## src/rtl/core/bdq_pkg.sv

```systemverilog
// ----------------------------------------------------------------------------
// bdq_pkg
// Shared widths, command and status codes and sequencer state type for the
// bounded deque with search.
// ----------------------------------------------------------------------------
package bdq_pkg;

	localparam int DEPTH_DEF = 16;

	localparam int CMD_W    = 3;
	localparam int VALUE_W  = 32;
	localparam int STATUS_W = 2;
	localparam int POS_W    = 4;
	localparam int COUNT_W  = 5;

	localparam logic [CMD_W-1:0] CMD_PUSH_FRONT = 3'd0;
	localparam logic [CMD_W-1:0] CMD_PUSH_BACK  = 3'd1;
	localparam logic [CMD_W-1:0] CMD_POP_FRONT  = 3'd2;
	localparam logic [CMD_W-1:0] CMD_POP_BACK   = 3'd3;
	localparam logic [CMD_W-1:0] CMD_SEARCH     = 3'd4;

	localparam logic [STATUS_W-1:0] STAT_OK    = 2'd0;
	localparam logic [STATUS_W-1:0] STAT_EMPTY = 2'd1;
	localparam logic [STATUS_W-1:0] STAT_FULL  = 2'd2;

	typedef enum logic [2:0] {
		SEQ_IDLE = 3'b001,
		SEQ_SRCH = 3'b010,
		SEQ_DONE = 3'b100
	} seq_state_t;

endpackage

```

## src/rtl/core/bounded_deque_with_search.sv

```systemverilog
// ----------------------------------------------------------------------------
// bounded_deque_with_search
// Double-ended queue of up to DEPTH signed 32-bit values in a circular store,
// with a linear search that walks the store one comparison per cycle.
// ----------------------------------------------------------------------------
//
//  channel | signals                                   | direction
//  --------+-------------------------------------------+----------
//  input   | in_valid, in_ready, cmd, value            | in
//  result  | out_valid, out_ready, status, found,      | out
//          | found_position, element_count             |
//
//  Insert, remove and unused codes: the item is accepted and applied, then the
//  result is shown from the next cycle; the next item is taken once the
//  result has been taken. Search: the walk is set by the single memory read
//  port and the one comparator walking the store from the front. Reset clears
//  the front pointer, the count, the sequencer and the compare valid flag
//  only; store contents are undefined until written. A stalled result holds.
//
module bounded_deque_with_search #(
	parameter int DEPTH = bdq_pkg::DEPTH_DEF
) (
	input  logic                          clk,
	input  logic                          arst_n,
	input  logic                          in_valid,
	output logic                          in_ready,
	input  logic [bdq_pkg::CMD_W-1:0]     cmd,
	input  logic signed [bdq_pkg::VALUE_W-1:0] value,
	output logic                          out_valid,
	input  logic                          out_ready,
	output logic [bdq_pkg::STATUS_W-1:0]  status,
	output logic                          found,
	output logic [bdq_pkg::POS_W-1:0]     found_position,
	output logic [bdq_pkg::COUNT_W-1:0]   element_count
);
	import bdq_pkg::*;

	localparam int IDX_W = $clog2(DEPTH);
	localparam int CNT_W = $clog2(DEPTH + 1);
	localparam logic [IDX_W-1:0] LAST_SLOT = IDX_W'(DEPTH - 1);
	localparam logic [IDX_W:0]   DEPTH_X   = (IDX_W + 1)'(DEPTH);
	localparam logic [CNT_W-1:0] FULL_CNT  = CNT_W'(DEPTH);

	// circular store: one write and one registered read port
	logic [VALUE_W-1:0] mem [DEPTH];

	seq_state_t state_q;
	logic [IDX_W-1:0] front_q;
	logic [CNT_W-1:0] count_q;

	logic [VALUE_W-1:0] value_q;

	// search walk: issue side and compare side
	logic [IDX_W-1:0]   rd_slot_q;
	logic [CNT_W-1:0]   rd_off_q;
	logic [VALUE_W-1:0] rd_data_s1;
	logic [IDX_W-1:0]   cmp_off_s1;
	logic               cmp_vld_s1;

	// result registers
	logic [STATUS_W-1:0] status_q;
	logic                found_q;
	logic [IDX_W-1:0]    pos_q;

	logic in_acc;
	logic out_acc;
	logic is_full;
	logic is_empty;
	logic rd_issue;
	logic cmp_hit;
	logic cmp_last;

	logic [IDX_W-1:0] front_dec;
	logic [IDX_W-1:0] front_inc;
	logic [IDX_W-1:0] rd_slot_inc;
	logic [IDX_W:0]   back_sum;
	logic [IDX_W:0]   back_wrap;
	logic [IDX_W-1:0] back_slot;

	logic             wr_en;
	logic [IDX_W-1:0] wr_slot;

	logic [IDX_W+POS_W-1:0] pos_ext;
	logic [CNT_W+COUNT_W-1:0] cnt_ext;

	assign in_ready  = (state_q == SEQ_IDLE);
	assign out_valid = (state_q == SEQ_DONE);
	assign in_acc    = in_valid && in_ready;
	assign out_acc   = out_valid && out_ready;

	assign is_full  = (count_q == FULL_CNT);
	assign is_empty = (count_q == '0);

	// neighbouring slots with wrap at the store boundary
	assign front_dec   = (front_q == '0) ? LAST_SLOT : front_q - IDX_W'(1);
	assign front_inc   = (front_q == LAST_SLOT) ? '0 : front_q + IDX_W'(1);
	assign rd_slot_inc = (rd_slot_q == LAST_SLOT) ? '0 : rd_slot_q + IDX_W'(1);

	// back slot = front + count, one compare and subtract (count below DEPTH here)
	assign back_sum  = {1'b0, front_q} + {1'b0, count_q[IDX_W-1:0]};
	assign back_wrap = (back_sum >= DEPTH_X) ? back_sum - DEPTH_X : back_sum;
	assign back_slot = back_wrap[IDX_W-1:0];

	// store writes happen in the accept cycle of an insert that fits
	always_comb begin
		wr_en   = 1'b0;
		wr_slot = back_slot;
		if (in_acc && !is_full) begin
			case (cmd)
				CMD_PUSH_FRONT: begin
					wr_en   = 1'b1;
					wr_slot = front_dec;
				end
				CMD_PUSH_BACK: begin
					wr_en   = 1'b1;
					wr_slot = back_slot;
				end
				default: begin
					wr_en = 1'b0;
				end
			endcase
		end
	end

	// issue a read while stored offsets remain; compare in the next cycle
	assign rd_issue = (state_q == SEQ_SRCH) && (rd_off_q != count_q);
	assign cmp_hit  = cmp_vld_s1 && (rd_data_s1 == value_q);
	assign cmp_last = cmp_vld_s1 && ((CNT_W'(cmp_off_s1) + CNT_W'(1)) == count_q);

	always_ff @(posedge clk) begin
		if (wr_en) begin
			mem[wr_slot] <= value;
		end
		if (rd_issue) begin
			rd_data_s1 <= mem[rd_slot_q];
		end
	end

	// control: sequencer, pointers, count
	always_ff @(posedge clk or negedge arst_n) begin
		if (!arst_n) begin
			state_q    <= SEQ_IDLE;
			front_q    <= '0;
			count_q    <= '0;
			cmp_vld_s1 <= 1'b0;
		end else begin
			case (state_q)
				SEQ_IDLE: begin
					cmp_vld_s1 <= 1'b0;
					if (in_acc) begin
						case (cmd)
							CMD_PUSH_FRONT: begin
								state_q <= SEQ_DONE;
								if (!is_full) begin
									front_q <= front_dec;
									count_q <= count_q + CNT_W'(1);
								end
							end
							CMD_PUSH_BACK: begin
								state_q <= SEQ_DONE;
								if (!is_full) begin
									count_q <= count_q + CNT_W'(1);
								end
							end
							CMD_POP_FRONT: begin
								state_q <= SEQ_DONE;
								if (!is_empty) begin
									front_q <= front_inc;
									count_q <= count_q - CNT_W'(1);
								end
							end
							CMD_POP_BACK: begin
								state_q <= SEQ_DONE;
								if (!is_empty) begin
									count_q <= count_q - CNT_W'(1);
								end
							end
							CMD_SEARCH: begin
								// an empty store answers at once
								state_q <= is_empty ? SEQ_DONE : SEQ_SRCH;
							end
							default: begin
								state_q <= SEQ_DONE;
							end
						endcase
					end
				end
				SEQ_SRCH: begin
					if (cmp_hit || cmp_last) begin
						state_q    <= SEQ_DONE;
						cmp_vld_s1 <= 1'b0;
					end else begin
						cmp_vld_s1 <= rd_issue;
					end
				end
				SEQ_DONE: begin
					cmp_vld_s1 <= 1'b0;
					if (out_acc) begin
						state_q <= SEQ_IDLE;
					end
				end
				default: begin
					state_q    <= SEQ_IDLE;
					cmp_vld_s1 <= 1'b0;
				end
			endcase
		end
	end

	// payload: search walk and result fields
	always_ff @(posedge clk) begin
		if (in_acc) begin
			value_q   <= value;
			rd_slot_q <= front_q;
			rd_off_q  <= '0;
			found_q   <= 1'b0;
			pos_q     <= '0;
			case (cmd)
				CMD_PUSH_FRONT, CMD_PUSH_BACK: begin
					status_q <= is_full ? STAT_FULL : STAT_OK;
				end
				CMD_POP_FRONT, CMD_POP_BACK: begin
					status_q <= is_empty ? STAT_EMPTY : STAT_OK;
				end
				default: begin
					status_q <= STAT_OK;
				end
			endcase
		end
		if (rd_issue) begin
			rd_slot_q  <= rd_slot_inc;
			rd_off_q   <= rd_off_q + CNT_W'(1);
			cmp_off_s1 <= rd_off_q[IDX_W-1:0];
		end
		// first match wins: the walk stops on it
		if ((state_q == SEQ_SRCH) && cmp_hit) begin
			found_q <= 1'b1;
			pos_q   <= cmp_off_s1;
		end
	end

	// fields wrap to their port widths for larger stores
	assign pos_ext = {{POS_W{1'b0}}, pos_q};
	assign cnt_ext = {{COUNT_W{1'b0}}, count_q};

	assign status         = status_q;
	assign found          = found_q;
	assign found_position = pos_ext[POS_W-1:0];
	assign element_count  = cnt_ext[COUNT_W-1:0];

endmodule

```

## config.mk

```make
export PLATFORM = sky130hd
export DESIGN_NAME = bounded_deque_with_search
export DESIGN_NICKNAME = d
export VERILOG_FILES = /design/src/rtl/core/bdq_pkg.sv /design/src/rtl/core/bounded_deque_with_search.sv
export SDC_FILE = /design/constraint.sdc
export NUM_CORES = 1
export LEC_CHECK = 0
export BUFFER_PORTS_ARGS = -buffer_cell sky130_fd_sc_hd__buf_2
export CAP_MARGIN = 20
export CORE_MARGIN = 3
export CORE_UTILIZATION = 27
export CTS_BUF_LIST = sky130_fd_sc_hd__clkbuf_16
export CTS_CLUSTER_DIAMETER = 100
export CTS_CLUSTER_SIZE = 24
export DETAILED_ROUTE_END_ITERATION = 12
export PLACE_DENSITY_LB_ADDON = 0.12
export SYNTH_ARGS = -nofsm -noshare
export SYNTH_HDL_FRONTEND = slang
export SYNTH_SLANG_ARGS = --single-unit
export TNS_END_PERCENT = 100
```

## constraint.sdc

```tcl
create_clock -name clk -period 9.5 [get_ports clk]
set_input_delay 0.95 -clock clk [delete_from_list [all_inputs] [get_ports clk]]
set_output_delay 0.95 -clock clk [all_outputs]
set_load 0.02 [all_outputs]
```

Word-level counts from Yosys, hierarchy flattened
Memory sizes are Yosys's and may differ from the RTL's. A register that Yosys moved wholly into a read port is not among the register bits. Cells that the tools add are included.

Bits in writable memories: 512. Word-level logic and storage cells: 96. Output and inout port bits: 14. Memory bits (read-only): 0. Memories kept: 1. Register bits: 65. Input port bits: 39. Bits in latches: 0.

Memory list: mem (words 16, bits a word 32, read ports 1, clocked after Yosys merged registers in 1, wr ports 1, RTL line bounded_deque_with_search.sv:45) `logic [VALUE_W-1:0] mem [DEPTH];`.

Multiplexer cells: 33. Reduce and logical (&&, ||, !) cells: 21. $lt $le $gt $ge: 1. Eq/ne operators: 20. $mul: 0. Bitwise operators: 0. Shift operators: 0. Div/mod/pow operators: 0. Add/subtract/negate cells: 9.

Operators by type and width (count): 2-to-1 mux 4 bit (12); equality test 32 bit (1); 2-to-1 mux 5 bit (4); 2-to-1 mux 3 bit (5); adder 5 x 1 -> 5 bit, second input constant (2); one-hot mux 5 bit (2 select lines) (1); AND reduction 5 bit (2); equality test 3 x 2 -> 1 bit, second input constant (3); one-hot mux 3 bit (3 select lines) (1); adder 4 x 1 -> 4 bit, second input constant (2); equality test 4 bit, second input constant (2); inequality test 2 bit, second input constant (4); one-hot mux 4 bit (2 select lines) (1); nonzero test 2 bit (4); subtractor 4 x 1 -> 4 bit, second input constant (2); logical AND 1 bit (7); 2-to-1 mux 1 bit (7); equality test 3 x 1 -> 1 bit, second input constant (2); equality test 3 bit, second input constant (2); inequality test 2 x 1 -> 1 bit, second input constant (3); adder 4 x 1 -> 5 bit, second input constant (1); adder 4 x 4 -> 5 bit (1); equality test 5 bit (1); equality test 5 bit, second input constant (1); 12 further kinds (13).

Longest topological paths before layout
Depth after elaboration: 6. Mapped depth: 9. Mapped depth without buffers: 8.

Worst setup path before layout
No wires, ideal clock.

Kind: in2reg. Start point: in cmd[0] (netlist name). End point: mem mem[4][0] (enable). Data required time: 9.039 ns. Path slack: 4.620 ns. Arrival: 4.419 ns. Stages on the path: 5. Path through: or2_4 > a2111oi_4 > mux2i_1 > nand3_1 > nor3_1.

Cells in the longest elaborated chain, start to end: 6. Elaborated cells on any way between the ends: 9. Those cells by class: 1 x eq/ne; 6 x mux; 2 x reduce/logical.

RTL lines: start, declared (RTL line bounded_deque_with_search.sv:27) `input logic [bdq_pkg::CMD_W-1:0] cmd,`; equality test 3 x 1 -> 1 bit / zero test 3 bit (equally long branches) (RTL line bounded_deque_with_search.sv:109) `case (cmd)`; OR reduction 2 bit (no source line); 2-to-1 mux 1 bit (RTL line bounded_deque_with_search.sv:109); 2-to-1 mux 1 bit (RTL line bounded_deque_with_search.sv:108) `if (in_acc && !is_full) begin`; 2-to-1 mux 1 bit (RTL line bounded_deque_with_search.sv:131) `if (wr_en) begin`; 2-to-1 mux 1 bit (not written as such) (RTL line bounded_deque_with_search.sv:132) `mem[wr_slot] <= value;`; end, declared (RTL line bounded_deque_with_search.sv:45).

Several ways; a longest one is shown, not always the timed one.

Worst setup path in the final report
Start point: reg state_q[0]. End point: mem mem[9][3] (enable).

Cells in the longest elaborated chain, start to end: 6. Elaborated cells on any way between the ends: 7. Those cells by class: 1 x eq/ne; 4 x mux; 2 x reduce/logical.

RTL lines: start, declared (RTL line bounded_deque_with_search.sv:47) `seq_state_t state_q;`; start signal, assigned (RTL line bounded_deque_with_search.sv:180) `state_q <= is_empty ? SEQ_DONE : SEQ_SRCH;`; equality test 3 x 1 -> 1 bit (*) (RTL line bounded_deque_with_search.sv:86) `assign in_ready = (state_q == SEQ_IDLE);`; logical AND 1 bit (*) (RTL line bounded_deque_with_search.sv:88) `assign in_acc = in_valid && in_ready;`; logical AND 1 bit (*) (RTL line bounded_deque_with_search.sv:108); 2-to-1 mux 1 bit (RTL line bounded_deque_with_search.sv:108); 2-to-1 mux 1 bit (RTL line bounded_deque_with_search.sv:131); 2-to-1 mux 1 bit (not written as such) (RTL line bounded_deque_with_search.sv:132).

Every way passes the cells marked *; elsewhere a longest branch is shown, timed or not.

==> results.cfg <==
[drt]
wl_met1_um = 27700
wl_met2_um = 28200
drcViolationCount = 0
drt_iter0_drc = 767
wl_met3_um = 1180
antenna_left = 0
via_count = 11495
wl_per_cell_um = 23.5
dr.pass1.iters = 5
top_layer = met4
wirelength_um = 58000
viasPerCell = 4.66

[power]
power_switching_uw = 863
p_sw_share_pct = 19.8
ir_drop_mv = 0.137
power_frac_seq_pct = 67.3
clockPowerShare_pct = 31.6
p_leak_uw = 0.00800
power_density_nw_per_um2 = 164
combPwrFrac_pct = 1.1
internal_power_uw = 3500

[timing]
hold_violations = 0
period_share_pct = 40.1
slew-limit-headroom_pct = 31.2
post-route-min-period_ns = 3.81
tightest_slew_ns = 1.03
fmaxAchievable_mhz = 262
finalSetupViolations = 0
rsz0062_at_grt = false
drv_slew = 0
clock_skew_ns = 0.0181
setup_tns_ns = 0

[worst_setup_path]
rr_worst_depth = 6
r2r_start = state_q[0]
crit_type = register to register
cp-end-kind = register
path_max_fanout = 18
r2r_setup_slack_ns = 5.69
arrival_ns = 4.09
timing.rr.end = mem[9][3]
critical_path.startpoint = state_q[0]
crit_end = mem[9][3]
start_kind = register
required_ns = 9.78

[clock_tree]
numCtsBuffers = 29
clkTransAtPathRegs_ns = 0.10
cts_buffer_depth = 3
htreeDepth = 1
post_cts_resize_count = 0
postCtsHoldBufs = 0
clk_latency_ns = 0.62
cts_root_buf = clkbuf_16
cts_setup_buffers = 0
cts_sinks = 609
cts_tree = built

[placement]
dpl_cell_area_um2 = 25700
gp_congestion = 0.693
dp_hpwl_um = 33400
numPortBuffers = 52

[logic_synthesis]
netlist_area_um2 = 23900
synth_top_cell_by_area = edfxtp_1
ys_types = 57
synth-edff-count = 595
syn_inst = 1247
synthFlopType = edfxtp_1
syn_nets = 1299
synth_top_area_share_pct = 74.7
yosysMostFrequentCell = edfxtp_1
yosysWarnings = 0
ys_ff_latch = 609
yosysSeqAreaShare_pct = 76.1
synth_area_per_cell_um2 = 19.2
synth.area.top_cells = edfxtp_1 75%, mux4_2 6.0%, mux2i_1 5.6%
synth_common_cells = 595 x edfxtp_1, 133 x mux2i_1, 65 x a221oi_1
ys_async_sr_fraction_pct = 2.13

[min_path]
hold_class = primary input to asynchronous set/reset pin

[final_layout]
finalNetCount = 1354
n_fill_cell = 8544
finish.utilization_pct = 30.4
stdcell_area_um2 = 26500
drive_gt1_share_pct = 16.8
areaGrowthSynthToFinish_pct = 10.9
antenna_cells = 0

[floorplanning]
ios = 53
die_x_um = 304
row_count = 108
core-area_um2 = 87300
fp.dieArea_um2 = 92300
start_util_pct = 27.4
die_height_um = 304

[run]
maxCapViolations = 0

[grt]
grt_pass1_vias = 11953
antenna_found_initial = 1
grt_util_all_layers_pct = 12.3
grt_max_degree = 112
grt_overflow = 0
grt_pass1_wl_um = 85500

[status]
status = finished clean
## layout make-up
class / instances / area, um2 / area share [%]
sequential: 609 / 18200 / 68.6
tap: 1155 / 1450 / 5.45
inverter: 14 / 52.6 / 0.198
clock buffer: 29 / 726 / 2.73
timing repair buffer: 85 / 518 / 1.95
clock inverter: 13 / 67.6 / 0.255
multi-input combinational: 563 / 5520 / 20.8
## registers in the layout, indices dropped and copies added (netlist names)
signal / count
element_count: 5
state_q: 3
cmp_off_s1: 4
status: 2
value_q: 32
found_position: 4
found: 1
rd_slot_q: 4
rd_data_s1: 32
cmp_vld_s1: 1
front_q: 4
mem: 512
rd_off_q: 5
## through the flow
step | power [uW] | hold slack (ns) | setup slack (ns) | cells
after floorplan | 3000 | 0.499 | 4.62 | 1247
after global placement | 3050 | 0.467 | 5.25 | 2425
after detailed placement | 3050 | 0.458 | 5.13 | 2425
after CTS | 4450 | 0.192 | 5.60 | 2467
after global routing | 4530 | 0.223 | 5.40 | 2468
final | 4370 | 0.227 | 5.69 | 2468
## how the worst min path moves through the flow
stage,startpoint,to,cells after the start
4_1_cts,arst_n,element_count[4],1
3_3_place_gp,found,found,1
3_5_place_dp,found,found,1
5_1_grt,arst_n,element_count[4],1
6_report,arst_n,element_count[3],1
2_1_floorplan,rd_off_q[1],cmp_off_s1[1],0
## layout by cell type, fill, tap and decap left out, types with 8 or more instances in the layout
cell	instances
a221oi_1	65
a22oi_1	32
buf_2	53
buf_4	31
clkbuf_16	29
dfrtp_1	12
edfxtp_1	595
ha_1	11
inv_1	21
mux2i_1	133
mux4_2	64
nand2_1	43
nand3_1	12
nor2_1	13
nor2_4	8
nor3_2	8
o21ai_0	38
xnor2_1	21
xor2_1	31
## routing by layer
layer  global-route usage [%]  vias up
met4                     2.04        0
met3                     1.27       41
li1                         -     5166
met1                     17.7     6159
met5                        0        -
met2                     20.5      129
## logic make-up after synthesis
| kind of cell | count (synthesis) | share of synthesized area (%) |
|---|---|---|
| multiplexers | 205 | 12.0 |
| buffers and inverters | 75 | 1.30 |
| XOR/XNOR | 53 | 2.00 |
| adder cells (fa/ha/maj) | 13 | 0.742 |
| AND/OR/NAND/NOR | 122 | 2.53 |
| AO/OA/AOI/OAI | 170 | 5.34 |
| flip-flops | 609 | 76.1 |
## power by group through the flow
stage	logic (uW)	registers (uW)	clock network, uW
final	49.3	2940	1380
after detailed placement	51.2	3000	0
after CTS	51.0	2940	1460
after floorplan	4.30	3000	0
after global placement	49.3	3000	0
after global routing	55.8	2940	1530
## worst max-delay path: stages (launching register included)
cell and delay (ns):
dfstp_2 0.57, nand4bb_1 0.38, a2111oi_4 0.71, mux2_4 0.33
o211ai_1 0.34, nor2_4 0.65, buf_4 0.44
No activity file was read; power rests on OpenSTA's default activity.
